<file path="src/hdl/rbhc_pkg.sv">
package rbhc_pkg;

  // Configuration port.
  localparam int CfgIdxW  = 3;
  localparam int CfgDataW = 16;

  typedef enum logic [CfgIdxW-1:0] {
    CFG_PWM_TOP      = 3'd0,
    CFG_HUE_STEP     = 3'd1,
    CFG_PHASE_STEP   = 3'd2,
    CFG_BRIGHT_FLOOR = 3'd3,
    CFG_BRIGHT_SPAN  = 3'd4
  } rbhc_cfg_e;

  // Field and register widths.
  localparam int CmpW       = 16;
  localparam int HueW       = 10;
  localparam int HueStepW   = 10;
  localparam int PhaseStepW = 9;
  localparam int DegW       = 9;

  localparam logic [CmpW-1:0]       PWM_TOP_RST    = 16'd999;
  localparam logic [HueStepW-1:0]   HUE_STEP_RST   = 10'd1;
  localparam logic [PhaseStepW-1:0] PHASE_STEP_RST = 9'd1;
  localparam logic [CmpW-1:0]       FLOOR_RST      = 16'd6554;
  localparam logic [CmpW-1:0]       SPAN_RST       = 16'd52429;

  // Angles: degrees for the breathing phase, half-degrees for the hue.
  localparam int DEG_FULL    = 360;
  localparam int QUARTER     = 90;
  localparam int HUE_WRAP    = 720;
  localparam int SECTOR_SPAN = 120;
  localparam int GW          = 7;

  // Quarter-wave sine, round(sin(d) * 65536) for d = 0..90 degrees.
  localparam int SineW    = 17;
  localparam int SineIdxW = 7;
  localparam logic [SineW-1:0] SINE_ROM [0:90] = '{
    17'd0,     17'd1144,  17'd2287,  17'd3430,  17'd4572,  17'd5712,  17'd6850,
    17'd7987,  17'd9121,  17'd10252, 17'd11380, 17'd12505, 17'd13626, 17'd14742,
    17'd15855, 17'd16962, 17'd18064, 17'd19161, 17'd20252, 17'd21336, 17'd22415,
    17'd23486, 17'd24550, 17'd25607, 17'd26656, 17'd27697, 17'd28729, 17'd29753,
    17'd30767, 17'd31772, 17'd32768, 17'd33754, 17'd34729, 17'd35693, 17'd36647,
    17'd37590, 17'd38521, 17'd39441, 17'd40348, 17'd41243, 17'd42126, 17'd42995,
    17'd43852, 17'd44695, 17'd45525, 17'd46341, 17'd47143, 17'd47930, 17'd48703,
    17'd49461, 17'd50203, 17'd50931, 17'd51643, 17'd52339, 17'd53020, 17'd53684,
    17'd54332, 17'd54963, 17'd55578, 17'd56175, 17'd56756, 17'd57319, 17'd57865,
    17'd58393, 17'd58903, 17'd59396, 17'd59870, 17'd60326, 17'd60764, 17'd61183,
    17'd61584, 17'd61966, 17'd62328, 17'd62672, 17'd62997, 17'd63303, 17'd63589,
    17'd63856, 17'd64104, 17'd64332, 17'd64540, 17'd64729, 17'd64898, 17'd65048,
    17'd65177, 17'd65287, 17'd65376, 17'd65446, 17'd65496, 17'd65526, 17'd65536
  };

  // Command to the shared serial arithmetic unit.
  typedef enum logic {
    OP_MUL = 1'b0,
    OP_DIV = 1'b1
  } rbhc_op_e;

  typedef struct packed {
    logic     start;
    rbhc_op_e op;
  } rbhc_cmd_t;

endpackage

</file>
<file path="src/hdl/rbhc_tick_if.sv">
interface rbhc_tick_if;
  logic valid;
  logic ready;
  logic tick;

  modport source (output valid, output tick, input ready);
  modport sink (input valid, input tick, output ready);
endinterface

</file>
<file path="src/hdl/rbhc_cmp_if.sv">
interface rbhc_cmp_if;
  logic        valid;
  logic        ready;
  logic [15:0] red_compare;
  logic [15:0] green_compare;
  logic [15:0] blue_compare;

  modport source (output valid, output red_compare, output green_compare,
                  output blue_compare, input ready);
  modport sink (input valid, input red_compare, input green_compare,
                input blue_compare, output ready);
endinterface

</file>
<file path="src/hdl/rgb_breathing_hue_cycler.sv">
// Channel   Dir  Handshake          Word
// tick_i    in   valid/ready        tick (1 bit)
// cmp_o     out  valid/ready        red_compare, green_compare, blue_compare (16 bits each)
// cfg       in   cfg_we_i, no wait  cfg_idx_i selects the register, cfg_wdata_i holds the value
//
// A word with tick set yields one output word, computed step by step on the single
// bit-serial multiply/divide unit.
// A word with tick clear is taken and yields nothing.
// Reset puts the position registers at zero and loads the documented register defaults.
// A new tick word is taken whenever the sequencer is idle, even while the previous result
// waits in the output register; a stalled output only holds the sequencer at its last step.
module rgb_breathing_hue_cycler #(
  parameter int PHASE_STEPS   = 360,
  parameter int FRACTION_BITS = 16
) (
  input  logic                          clk_i,
  input  logic                          rst_ni,
  rbhc_tick_if.sink                     tick_i,
  rbhc_cmp_if.source                    cmp_o,
  input  logic                          cfg_we_i,
  input  logic [rbhc_pkg::CfgIdxW-1:0]  cfg_idx_i,
  input  logic [rbhc_pkg::CfgDataW-1:0] cfg_wdata_i
);
  import rbhc_pkg::*;

  // Fraction width and the widths of the serial unit's operands.
  localparam int FB     = FRACTION_BITS;
  localparam int PS     = PHASE_STEPS;
  localparam int WW     = (2*FB+1 > FB+17) ? 2*FB+1 : FB+17;
  localparam int MBW    = (FB+1 > CmpW) ? FB+1 : CmpW;
  localparam int DIVMAX = (PS > SECTOR_SPAN) ? PS : SECTOR_SPAN;
  localparam int DW     = $clog2(DIVMAX) + 1;
  localparam int CW     = $clog2(WW+1);
  localparam int PHW    = $clog2(PS);
  localparam int PDW    = PHW + DegW;
  localparam int PUW    = $clog2(PS + (1 << PhaseStepW) - 1);
  localparam int MIXW   = FB + 1 + GW;
  // Moving a Q16 value to the internal fraction is a left or a right shift.
  localparam int UP     = (FB > 16) ? FB - 16 : 0;
  localparam int DN     = (FB < 16) ? 16 - FB : 0;

  localparam logic [FB:0] ONE = {1'b1, {FB{1'b0}}};

  typedef enum logic [3:0] {
    S_IDLE,
    S_DEG,
    S_BRIGHT,
    S_MIXMUL,
    S_MIXDIV,
    S_SCALEV,
    S_SCALEX,
    S_PHASE,
    S_EMIT
  } state_e;

  // The six 60-degree hue sectors, named by the color pair they blend.
  typedef enum logic [2:0] {
    SEC_RY = 3'd0,
    SEC_YG = 3'd1,
    SEC_GC = 3'd2,
    SEC_CB = 3'd3,
    SEC_BM = 3'd4,
    SEC_MR = 3'd5
  } sector_e;

  // Configuration registers.
  logic [CmpW-1:0]       pwm_top_q;
  logic [HueStepW-1:0]   hue_step_q;
  logic [PhaseStepW-1:0] phase_step_q;
  logic [CmpW-1:0]       floor_q;
  logic [CmpW-1:0]       span_q;

  // Sequencer and position state.
  state_e           state_q;
  rbhc_cmd_t        cmd_q;
  logic             out_valid_q;
  logic [HueW-1:0]  hue_q;
  logic [PHW-1:0]   phase_q;

  // Intermediate results.
  logic [FB:0]      raised_q;
  logic [FB:0]      v_q;
  logic [FB:0]      x_q;
  logic [CmpW-1:0]  cmpv_q;
  logic [CmpW-1:0]  cmpx_q;
  logic [CmpW-1:0]  red_q;
  logic [CmpW-1:0]  green_q;
  logic [CmpW-1:0]  blue_q;

  // Serial unit interface.
  logic [WW-1:0]    unit_a;
  logic [MBW-1:0]   unit_b;
  logic [DW-1:0]    unit_d;
  logic [CW-1:0]    unit_count;
  logic             unit_done;
  logic [WW-1:0]    unit_res;
  logic [DW-1:0]    unit_rem;

  logic             in_acc;
  logic             emit_load;

  logic [10:0]          hsum;
  logic [HueW-1:0]      hue_d;
  logic [PDW-1:0]       deg_prod;
  logic [PUW-1:0]       psum;
  logic [FB-1:0]        floor_f;
  logic [FB-1:0]        span_f;
  logic [16+UP-1:0]     floor_w;
  logic [16+UP-1:0]     span_w;

  logic [DegW-1:0]      deg;
  logic [DegW-1:0]      deg_base;
  logic                 quad_odd;
  logic                 quad_neg;
  logic [SineIdxW-1:0]  k;
  logic [SineIdxW-1:0]  sidx;
  logic [SineW-1:0]     mag17;
  logic [SineW+UP-1:0]  mag_w;
  logic [FB:0]          mag_f;
  logic [FB+1:0]        rsum;
  logic [FB:0]          raised_d;
  logic [FB:0]          bsum;
  logic [FB:0]          v_d;
  logic [CmpW-1:0]      cmp_d;

  sector_e              sector;
  logic [HueW-1:0]      sec_base;
  logic                 sec_odd;
  logic [GW-1:0]        f;
  logic [GW-1:0]        g;
  logic [CmpW-1:0]      red_d;
  logic [CmpW-1:0]      green_d;
  logic [CmpW-1:0]      blue_d;

  assign in_acc    = tick_i.valid && tick_i.ready;
  assign emit_load = (state_q == S_EMIT) && (!out_valid_q || cmp_o.ready);

  assign tick_i.ready        = (state_q == S_IDLE);
  assign cmp_o.valid         = out_valid_q;
  assign cmp_o.red_compare   = red_q;
  assign cmp_o.green_compare = green_q;
  assign cmp_o.blue_compare  = blue_q;

  // Hue advance: the sum stays below three turns, so two conditional subtracts suffice.
  assign hsum = 11'(hue_q) + 11'(hue_step_q);
  always_comb begin
    if (hsum >= 11'(2*HUE_WRAP)) begin
      hue_d = HueW'(hsum - 11'(2*HUE_WRAP));
    end else if (hsum >= 11'(HUE_WRAP)) begin
      hue_d = HueW'(hsum - 11'(HUE_WRAP));
    end else begin
      hue_d = HueW'(hsum);
    end
  end

  // The phase is scaled to degrees by the divider; the times-360 is a constant multiply.
  assign deg_prod = PDW'(phase_q) * PDW'(DEG_FULL);
  // The phase wraps through the divider's remainder, since the step may exceed a turn.
  assign psum     = PUW'(phase_q) + PUW'(phase_step_q);

  assign floor_w = (16+UP)'(floor_q) << UP;
  assign span_w  = (16+UP)'(span_q) << UP;
  assign floor_f = FB'(floor_w >> DN);
  assign span_f  = FB'(span_w >> DN);

  // Raised sine from the degree quotient: fold into the first quadrant, look up, and
  // add or subtract the magnitude from one depending on the half-wave.
  assign deg = DegW'(unit_res);
  always_comb begin
    if (deg >= DegW'(3*QUARTER)) begin
      deg_base = DegW'(3*QUARTER);
      quad_odd = 1'b1;
      quad_neg = 1'b1;
    end else if (deg >= DegW'(2*QUARTER)) begin
      deg_base = DegW'(2*QUARTER);
      quad_odd = 1'b0;
      quad_neg = 1'b1;
    end else if (deg >= DegW'(QUARTER)) begin
      deg_base = DegW'(QUARTER);
      quad_odd = 1'b1;
      quad_neg = 1'b0;
    end else begin
      deg_base = '0;
      quad_odd = 1'b0;
      quad_neg = 1'b0;
    end
  end
  assign k        = SineIdxW'(deg - deg_base);
  assign sidx     = quad_odd ? (SineIdxW'(QUARTER) - k) : k;
  assign mag17    = SINE_ROM[sidx];
  assign mag_w    = (SineW+UP)'(mag17) << UP;
  assign mag_f    = (FB+1)'(mag_w >> DN);
  assign rsum     = quad_neg ? ((FB+2)'(ONE) - (FB+2)'(mag_f))
                             : ((FB+2)'(ONE) + (FB+2)'(mag_f));
  assign raised_d = rsum[FB+1:1];

  // Brightness: floor plus the truncated product, clamped at full scale.
  assign bsum = (FB+1)'(floor_f) + (FB+1)'(unit_res >> FB);
  assign v_d  = (bsum > ONE) ? ONE : bsum;

  // Channel scaling: the product of a value at most one and the top never exceeds the top.
  assign cmp_d = pwm_top_q - CmpW'(unit_res >> FB);

  // Hue sector and position within it, in half-degrees.
  always_comb begin
    if (hue_q >= HueW'(5*SECTOR_SPAN)) begin
      sector   = SEC_MR;
      sec_base = HueW'(5*SECTOR_SPAN);
    end else if (hue_q >= HueW'(4*SECTOR_SPAN)) begin
      sector   = SEC_BM;
      sec_base = HueW'(4*SECTOR_SPAN);
    end else if (hue_q >= HueW'(3*SECTOR_SPAN)) begin
      sector   = SEC_CB;
      sec_base = HueW'(3*SECTOR_SPAN);
    end else if (hue_q >= HueW'(2*SECTOR_SPAN)) begin
      sector   = SEC_GC;
      sec_base = HueW'(2*SECTOR_SPAN);
    end else if (hue_q >= HueW'(SECTOR_SPAN)) begin
      sector   = SEC_YG;
      sec_base = HueW'(SECTOR_SPAN);
    end else begin
      sector   = SEC_RY;
      sec_base = '0;
    end
  end
  assign sec_odd = (sector == SEC_YG) || (sector == SEC_CB) || (sector == SEC_MR);
  assign f       = GW'(hue_q - sec_base);
  // Rising edge of a sector uses f, falling edge uses its complement.
  assign g       = sec_odd ? (GW'(SECTOR_SPAN) - f) : f;

  // A dark channel compares at the full top.
  always_comb begin
    red_d   = pwm_top_q;
    green_d = pwm_top_q;
    blue_d  = pwm_top_q;
    unique case (sector)
      SEC_RY: begin
        red_d   = cmpv_q;
        green_d = cmpx_q;
      end
      SEC_YG: begin
        red_d   = cmpx_q;
        green_d = cmpv_q;
      end
      SEC_GC: begin
        green_d = cmpv_q;
        blue_d  = cmpx_q;
      end
      SEC_CB: begin
        green_d = cmpx_q;
        blue_d  = cmpv_q;
      end
      SEC_BM: begin
        red_d  = cmpx_q;
        blue_d = cmpv_q;
      end
      default: begin
        red_d  = cmpv_q;
        blue_d = cmpx_q;
      end
    endcase
  end

  // Operands for the serial unit, selected by the step that is about to start.
  // Dividends are left-aligned so that the divider runs only over their real width.
  always_comb begin
    unit_a     = '0;
    unit_b     = '0;
    unit_d     = '0;
    unit_count = '0;
    unique case (state_q)
      S_DEG: begin
        unit_a     = WW'(deg_prod) << (WW - PDW);
        unit_d     = DW'(PS);
        unit_count = CW'(PDW);
      end
      S_BRIGHT: begin
        unit_a     = WW'(span_f);
        unit_b     = MBW'(raised_q);
        unit_count = CW'(FB + 1);
      end
      S_MIXMUL: begin
        unit_a     = WW'(v_q);
        unit_b     = MBW'(g);
        unit_count = CW'(GW);
      end
      S_MIXDIV: begin
        unit_a     = unit_res << (WW - MIXW);
        unit_d     = DW'(SECTOR_SPAN);
        unit_count = CW'(MIXW);
      end
      S_SCALEV: begin
        unit_a     = WW'(v_q);
        unit_b     = MBW'(pwm_top_q);
        unit_count = CW'(CmpW);
      end
      S_SCALEX: begin
        unit_a     = WW'(x_q);
        unit_b     = MBW'(pwm_top_q);
        unit_count = CW'(CmpW);
      end
      S_PHASE: begin
        unit_a     = WW'(psum) << (WW - PUW);
        unit_d     = DW'(PS);
        unit_count = CW'(PUW);
      end
      default: begin
      end
    endcase
  end

  rbhc_serial_unit #(
    .WW  (WW),
    .MBW (MBW),
    .DW  (DW)
  ) u_serial (
    .clk_i    (clk_i),
    .rst_ni   (rst_ni),
    .cmd_i    (cmd_q),
    .count_i  (unit_count),
    .a_i      (unit_a),
    .b_i      (unit_b),
    .d_i      (unit_d),
    .done_o   (unit_done),
    .result_o (unit_res),
    .rem_o    (unit_rem)
  );

  // Configuration writes; an index beyond the register list is dropped.
  always_ff @(posedge clk_i or negedge rst_ni) begin
    if (!rst_ni) begin
      pwm_top_q    <= PWM_TOP_RST;
      hue_step_q   <= HUE_STEP_RST;
      phase_step_q <= PHASE_STEP_RST;
      floor_q      <= FLOOR_RST;
      span_q       <= SPAN_RST;
    end else if (cfg_we_i) begin
      unique case (cfg_idx_i)
        CFG_PWM_TOP:      pwm_top_q    <= cfg_wdata_i;
        CFG_HUE_STEP:     hue_step_q   <= cfg_wdata_i[HueStepW-1:0];
        CFG_PHASE_STEP:   phase_step_q <= cfg_wdata_i[PhaseStepW-1:0];
        CFG_BRIGHT_FLOOR: floor_q      <= cfg_wdata_i;
        CFG_BRIGHT_SPAN:  span_q       <= cfg_wdata_i;
        default: begin
        end
      endcase
    end
  end

  // Sequencer. Each step launches the serial unit and waits for its done pulse.
  // The hue moves on acceptance; the phase moves only after the brightness used the old one.
  always_ff @(posedge clk_i or negedge rst_ni) begin
    if (!rst_ni) begin
      state_q     <= S_IDLE;
      cmd_q       <= '{start: 1'b0, op: OP_MUL};
      out_valid_q <= 1'b0;
      hue_q       <= '0;
      phase_q     <= '0;
    end else begin
      cmd_q <= '{start: 1'b0, op: OP_MUL};
      if (cmp_o.valid && cmp_o.ready) begin
        out_valid_q <= 1'b0;
      end
      unique case (state_q)
        S_IDLE: begin
          if (in_acc && tick_i.tick) begin
            hue_q   <= hue_d;
            state_q <= S_DEG;
            cmd_q   <= '{start: 1'b1, op: OP_DIV};
          end
        end
        S_DEG: begin
          if (unit_done) begin
            state_q <= S_BRIGHT;
            cmd_q   <= '{start: 1'b1, op: OP_MUL};
          end
        end
        S_BRIGHT: begin
          if (unit_done) begin
            state_q <= S_MIXMUL;
            cmd_q   <= '{start: 1'b1, op: OP_MUL};
          end
        end
        S_MIXMUL: begin
          if (unit_done) begin
            state_q <= S_MIXDIV;
            cmd_q   <= '{start: 1'b1, op: OP_DIV};
          end
        end
        S_MIXDIV: begin
          if (unit_done) begin
            state_q <= S_SCALEV;
            cmd_q   <= '{start: 1'b1, op: OP_MUL};
          end
        end
        S_SCALEV: begin
          if (unit_done) begin
            state_q <= S_SCALEX;
            cmd_q   <= '{start: 1'b1, op: OP_MUL};
          end
        end
        S_SCALEX: begin
          if (unit_done) begin
            state_q <= S_PHASE;
            cmd_q   <= '{start: 1'b1, op: OP_DIV};
          end
        end
        S_PHASE: begin
          if (unit_done) begin
            phase_q <= PHW'(unit_rem);
            state_q <= S_EMIT;
          end
        end
        S_EMIT: begin
          if (emit_load) begin
            out_valid_q <= 1'b1;
            state_q     <= S_IDLE;
          end
        end
        default: state_q <= S_IDLE;
      endcase
    end
  end

  // Datapath registers capture each step's result as the unit reports done.
  always_ff @(posedge clk_i) begin
    if (unit_done) begin
      case (state_q)
        S_DEG:    raised_q <= raised_d;
        S_BRIGHT: v_q      <= v_d;
        S_MIXDIV: x_q      <= (FB+1)'(unit_res);
        S_SCALEV: cmpv_q   <= cmp_d;
        S_SCALEX: cmpx_q   <= cmp_d;
        default: begin
        end
      endcase
    end
    if (emit_load) begin
      red_q   <= red_d;
      green_q <= green_d;
      blue_q  <= blue_d;
    end
  end

`ifndef SYNTHESIS
  // A tick word starts the degree division in the very next cycle.
  a_tick_starts: assert property (@(posedge clk_i) disable iff (!rst_ni)
    (in_acc && tick_i.tick) |=> (cmd_q.start && (cmd_q.op == OP_DIV)))
    else $error("tick accepted without launching the degree division");

  // The positions never leave their range.
  a_pos_range: assert property (@(posedge clk_i) disable iff (!rst_ni)
    (11'(hue_q) < 11'(HUE_WRAP)) && (32'(phase_q) < 32'(PS)))
    else $error("hue or phase position out of range");

  // A result appears only after the last step of the sequence.
  a_valid_from_emit: assert property (@(posedge clk_i) disable iff (!rst_ni)
    $rose(out_valid_q) |-> $past(state_q == S_EMIT))
    else $error("output valid raised outside the emit step");

  // The unit reports done only while a step is waiting for it.
  a_done_in_step: assert property (@(posedge clk_i) disable iff (!rst_ni)
    unit_done |-> ((state_q != S_IDLE) && (state_q != S_EMIT)))
    else $error("serial unit done with no step pending");
`endif

endmodule

</file>
<file path="src/hdl/rbhc_serial_unit.sv">
// Shift-and-add multiplier and restoring divider, one bit per cycle.
module rbhc_serial_unit #(
  parameter int WW  = 33,
  parameter int MBW = 17,
  parameter int DW  = 10
) (
  input  logic                    clk_i,
  input  logic                    rst_ni,
  input  rbhc_pkg::rbhc_cmd_t     cmd_i,
  input  logic [$clog2(WW+1)-1:0] count_i,
  input  logic [WW-1:0]           a_i,
  input  logic [MBW-1:0]          b_i,
  input  logic [DW-1:0]           d_i,
  output logic                    done_o,
  output logic [WW-1:0]           result_o,
  output logic [DW-1:0]           rem_o
);
  import rbhc_pkg::*;

  localparam int CW = $clog2(WW+1);

  logic           busy_q;
  logic           done_q;
  logic [CW-1:0]  cnt_q;
  rbhc_op_e       op_q;
  logic [WW-1:0]  acc_q;
  logic [WW-1:0]  opnd_q;
  logic [MBW-1:0] mplr_q;
  logic [DW-1:0]  rem_q;
  logic [DW-1:0]  div_q;

  logic [DW-1:0]  rem_sh;
  logic           rem_ge;

  // The divider pulls the dividend in from the top; quotient bits enter at the bottom.
  assign rem_sh = {rem_q[DW-2:0], acc_q[WW-1]};
  assign rem_ge = (rem_sh >= div_q);

  always_ff @(posedge clk_i or negedge rst_ni) begin
    if (!rst_ni) begin
      busy_q <= 1'b0;
      done_q <= 1'b0;
      cnt_q  <= '0;
      op_q   <= OP_MUL;
    end else begin
      done_q <= 1'b0;
      if (cmd_i.start) begin
        busy_q <= 1'b1;
        cnt_q  <= count_i;
        op_q   <= cmd_i.op;
      end else if (busy_q) begin
        cnt_q <= cnt_q - CW'(1);
        if (cnt_q == CW'(1)) begin
          busy_q <= 1'b0;
          done_q <= 1'b1;
        end
      end
    end
  end

  always_ff @(posedge clk_i) begin
    if (cmd_i.start) begin
      acc_q  <= (cmd_i.op == OP_DIV) ? a_i : '0;
      opnd_q <= a_i;
      mplr_q <= b_i;
      rem_q  <= '0;
      div_q  <= d_i;
    end else if (busy_q) begin
      if (op_q == OP_MUL) begin
        if (mplr_q[0]) begin
          acc_q <= acc_q + opnd_q;
        end
        opnd_q <= opnd_q << 1;
        mplr_q <= mplr_q >> 1;
      end else begin
        acc_q <= {acc_q[WW-2:0], rem_ge};
        rem_q <= rem_ge ? (rem_sh - div_q) : rem_sh;
      end
    end
  end

  assign done_o   = done_q;
  assign result_o = acc_q;
  assign rem_o    = rem_q;

endmodule
</file>
<file path="src/flat_wrapper.sv">
// flat-port wrapper written by rule: the top's interface ports become plain ports
module rgb_breathing_hue_cycler_flat import rbhc_pkg::*;
#(
  parameter int PHASE_STEPS   = 360,
  parameter int FRACTION_BITS = 16
)
  (clk_i, rst_ni, cfg_we_i, cfg_idx_i, cfg_wdata_i, tick_i_valid, tick_i_tick, tick_i_ready, cmp_o_valid, cmp_o_red_compare, cmp_o_green_compare, cmp_o_blue_compare, cmp_o_ready);
  rbhc_tick_if tick_i_i ();
  rbhc_cmp_if cmp_o_i ();
  input  logic clk_i;
  input  logic rst_ni;
  input  logic cfg_we_i;
  input  logic [rbhc_pkg::CfgIdxW-1:0] cfg_idx_i;
  input  logic [rbhc_pkg::CfgDataW-1:0] cfg_wdata_i;
  input wire logic [$bits(tick_i_i.valid)-1:0] tick_i_valid;
  input wire logic [$bits(tick_i_i.tick)-1:0] tick_i_tick;
  output wire logic [$bits(tick_i_i.ready)-1:0] tick_i_ready;
  output wire logic [$bits(cmp_o_i.valid)-1:0] cmp_o_valid;
  output wire logic [$bits(cmp_o_i.red_compare)-1:0] cmp_o_red_compare;
  output wire logic [$bits(cmp_o_i.green_compare)-1:0] cmp_o_green_compare;
  output wire logic [$bits(cmp_o_i.blue_compare)-1:0] cmp_o_blue_compare;
  input wire logic [$bits(cmp_o_i.ready)-1:0] cmp_o_ready;
  assign tick_i_i.valid = tick_i_valid;
  assign tick_i_i.tick = tick_i_tick;
  assign tick_i_ready = tick_i_i.ready;
  assign cmp_o_valid = cmp_o_i.valid;
  assign cmp_o_red_compare = cmp_o_i.red_compare;
  assign cmp_o_green_compare = cmp_o_i.green_compare;
  assign cmp_o_blue_compare = cmp_o_i.blue_compare;
  assign cmp_o_i.ready = cmp_o_ready;
  rgb_breathing_hue_cycler #(.PHASE_STEPS(PHASE_STEPS), .FRACTION_BITS(FRACTION_BITS)) u_core (.clk_i(clk_i), .rst_ni(rst_ni), .tick_i(tick_i_i), .cmp_o(cmp_o_i), .cfg_we_i(cfg_we_i), .cfg_idx_i(cfg_idx_i), .cfg_wdata_i(cfg_wdata_i));
endmodule
</file>
<file path="config.mk">
export PLATFORM = sky130hd
export DESIGN_NAME = rgb_breathing_hue_cycler_flat
export DESIGN_NICKNAME = d
export VERILOG_FILES = /design/src/hdl/rbhc_pkg.sv /design/src/hdl/rbhc_tick_if.sv /design/src/hdl/rbhc_cmp_if.sv /design/src/hdl/rgb_breathing_hue_cycler.sv /design/src/hdl/rbhc_serial_unit.sv /design/src/flat_wrapper.sv
export SDC_FILE = /design/constraint.sdc
export NUM_CORES = 1
export LEC_CHECK = 0
export BUFFER_PORTS_ARGS = -buffer_cell sky130_fd_sc_hd__buf_2
export CORE_UTILIZATION = 64
export CTS_CLUSTER_DIAMETER = 30
export DETAILED_ROUTE_END_ITERATION = 6
export PLACE_DENSITY = 0.82
export SLEW_MARGIN = 30
export SYNTH_ARGS = -nofsm -noshare
export SYNTH_HDL_FRONTEND = slang
export SYNTH_SLANG_ARGS = --single-unit
export TNS_END_PERCENT = 20
</file>
<file path="constraint.sdc">
create_clock -name clk_i -period 7.45 [get_ports clk_i]
set_input_delay 0 -clock clk_i [delete_from_list [all_inputs] [get_ports clk_i]]
set_output_delay 0 -clock clk_i [all_outputs]
set_load 0.01 [all_outputs]
</file>
==> results.py <==
metrics = {
    "timing": {
        "hold_violations": 0,
        "max_freq_ghz": 0.146,
        "rsz0062_at_grt": "false",
        "finalCritPeriodShare_pct": 92.2,
        "skew_ns": 0.0192,
        "fin_setup_tns_ns": 0,
        "relSlewSlack_pct": 31.1,
        "fin_crit_ns": 6.87,
        "setup_viol": 0,
        "tightest_slew_ns": 1.03,
        "slew_violations": 0,
    },
    "floorplan": {
        "fp.dieH_um": 191,
        "placementRows": 69,
        "initial_core_util_pct": 64.9,
        "dieWidth_um": 191,
        "pin_count": 75,
        "core_area_mm2": 0.0354,
        "die_area_mm2": 0.0366,
    },
    "run": {
        "cap_violations": 0,
    },
    "final_layout": {
        "fill_cells": 2290,
        "syn_to_final_growth_pct": 15.1,
        "drive_gt1_share_pct": 16.3,
        "fin_nets": 2639,
    },
    "grt": {
        "grt-ovfl-total": 0,
        "grt_pass1_vias": 20200,
        "grt_max_degree": 70,
        "grt_first_pass_wirelength_um": 119000,
        "grt.total_usage_pct": 42.6,
        "antenna_found_initial": 1,
    },
    "worst_setup_path": {
        "cp-end-kind": "flip-flop",
        "crit_fanout": 22,
        "required_ns": 7.76,
        "arrival_ns": 7.18,
        "startpoint_type": "flip-flop",
        "reg2reg_depth": 19,
        "crit_type": "flip-flop to flip-flop",
    },
    "synth": {
        "ys_seq_area_share_pct": 40.4,
        "synth_cell_types": 110,
        "synth_edf_count": 217,
        "synth_top_area_share_pct": 28.4,
        "synth-seq-cells": 328,
        "syn_avg_cell_area_um2": 9.71,
        "synth_nets": 2548,
        "synthArstFlopShare_pct": 31.1,
        "post_synth_inst_count": 2366,
        "synthTopCellsByArea": "edfxtp_1 28%, dfrtp_1 8.3%, ha_1 7.5%, mux2_2 3.7%, nand2_1 3.6%",
        "yosysTopAreaCell": "edfxtp_1",
        "synth_ff_type": "edfxtp_1",
        "yosysWarnings": 0,
        "syn_area_mm2": 0.0230,
    },
    "place": {
        "place.gp.congestion": 1.03,
        "io_buffers": 74,
        "dp_hpwl_um": 51800,
    },
    "worst_hold_path": {
        "holdPathStages": 5,
        "min_path_type": "primary input to flip-flop",
    },
    "detailed_routing": {
        "drt_iter0_markers": 3525,
        "remaining_drc_errors": 11,
        "routedWlPerCell_um": 26.2,
        "wl_um": 78000,
        "routed_via_density": 7.13,
        "dr.pass1.iters": 7,
        "postRouteAntennaNets": 0,
        "vias": 21200,
    },
    "clock_network": {
        "cts_resized": 0,
        "worstSkewPairLatency_ns": 0.59,
        "cts_buffer_depth": 3,
        "cts-root-buf": "clkbuf_16",
        "cts_sinks": 328,
        "cts_max_level": 3,
        "cts_buffers": 69,
        "cts_tree": "done",
        "postCtsSetupBuffers": 0,
        "holdBufCountCts": 22,
        "clk_pin_slew_ns": 0.05,
    },
    "run_status": {
        "violations": "DRC",
        "status": "finished, violations left",
    },
}
## per-stage QoR
stage          cell area [um^2]  instances  hold slack, ns  util (%)  worst slack [ns]
6_report                  26400       2976          0.0275      74.7             0.578
5_1_grt                   26400       2976          0.0544      74.7             0.257
3_5_place_dp              23800       2825         -0.0212      67.3             0.846
4_1_cts                   26400       2975         0.00243      74.7             0.844
3_3_place_gp              23800       2824         -0.0236      67.1             0.987
2_1_floorplan             23000       2366          -0.296         -              1.99
## logic make-up (layout without fill, tap and decap cells)
logic type	after synthesis	after routing	share of synthesized area, %
buffers and inverters	305	453	5.42
XOR/XNOR	116	116	4.52
multiplexers	96	96	4.70
other	0	1	0
AO/OA/AOI/OAI	750	750	23.3
flip-flops	328	328	40.4
adder cells (fa/ha/maj)	157	157	9.21
AND/OR/NAND/NOR	614	614	12.4
## final timing paths
kind	startpoint	end	slack (ns)
max in group asynchronous	rst_ni	u_core.cmd_q[1]	6.20
setup / recovery	u_core.u_serial.result_o[7]	u_core.raised_q[13]	0.58
hold / removal	cfg_idx_i[1]	u_core.pwm_top_q[1]	0.03
min in group asynchronous	rst_ni	u_core.span_f[7]	0.55
hold reg to reg	u_core.u_serial.rem_o[2]	u_core.u_serial.rem_o[2]	0.48
setup reg to reg	u_core.u_serial.result_o[7]	u_core.raised_q[13]	0.58
## cell usage in the layout (no fill, tap or decap), drive strengths merged, types with 74 or more instances in the layout
master,instances
a21oi,162
buf,129
clkbuf,82
dfrtp,76
edfxtp,217
ha,137
inv,184
mux2,75
nand2,220
nor2,177
o21ai,142
xnor2,74
## cells in the mapped netlist, types with 15 or more instances
cell and instances:
xnor2_1 73, and3_1 17, ha_1 137, o21bai_1 15, dfrtp_1 76, mux2_2 75, clkbuf_1 79, mux2i_1 19
a22oi_1 34, o21ai_0 131, a211oi_1 24, a222oi_1 60, o211ai_1 23, inv_1 168, o2bb2ai_1 18, a21o_1 50
edfxtp_1 217, dfstp_2 26, nand3_1 28, a21boi_0 16, nand2b_1 15, nor2_1 173, o22ai_1 22, nor2b_1 26
nand2_1 219, fa_1 20, buf_2 29, xor2_1 40, a31oi_1 27, a21oi_1 161, nor3_1 59
## critical path, stage by stage, from the launching register on
cell and delay, ns:
edfxtp_1 0.57, or2_2 0.41, o2111ai_2 0.61, nand2_2 0.35, nand2_1 0.18, fa_1 0.58
clkinv_1 0.14, buf_4 0.22, a21oi_1 0.12, a21boi_2 0.22, nor2_2 0.77, buf_4 0.43
nand2_1 0.15, o22ai_1 0.18, a21oi_1 0.06, o311ai_1 0.52, ha_1 0.29, nand3_1 0.22
o41ai_2 0.43, xor2_1 0.12
## sequential cells by signal (all words and copies together) (netlist names), 17 cells and up
register                  flops
u_core.v_q                   17
u_core.x_q                   17
u_core.u_serial.mplr_q       17
u_core.u_serial.opnd_q       33
u_core.u_serial.result_o     33
u_core.raised_q              17
## layout make-up
class / instances / area, um^2 / area share [%]
repair buffers: 150 / 1030 / 3.91
flip-flops and latches: 328 / 9280 / 35.1
clock inverters: 46 / 475 / 1.80
clock buffers: 82 / 1910 / 7.23
diodes: 1 / 2.50 / 0.00947
multi-input cells: 1733 / 12500 / 47.3
inverters: 175 / 659 / 2.49
well taps: 461 / 577 / 2.18
## metal layers
| metal | vias up | track usage [%] | part of all wire (%) |
|---|---|---|---|
| li1 | 9091 | - | - |
| met1 | 10200 | 55.2 | 38 |
| met2 | 1593 | 67.3 | 45 |
| met3 | 336 | 9.49 | 12 |
| met4 | 0 | 21.2 | 5.5 |
| met5 | - | 0 | 0 |
Power is left out: the tool's default activity adds up to more than one toggle a clock period on the data nets, which glitch-free logic cannot reach.
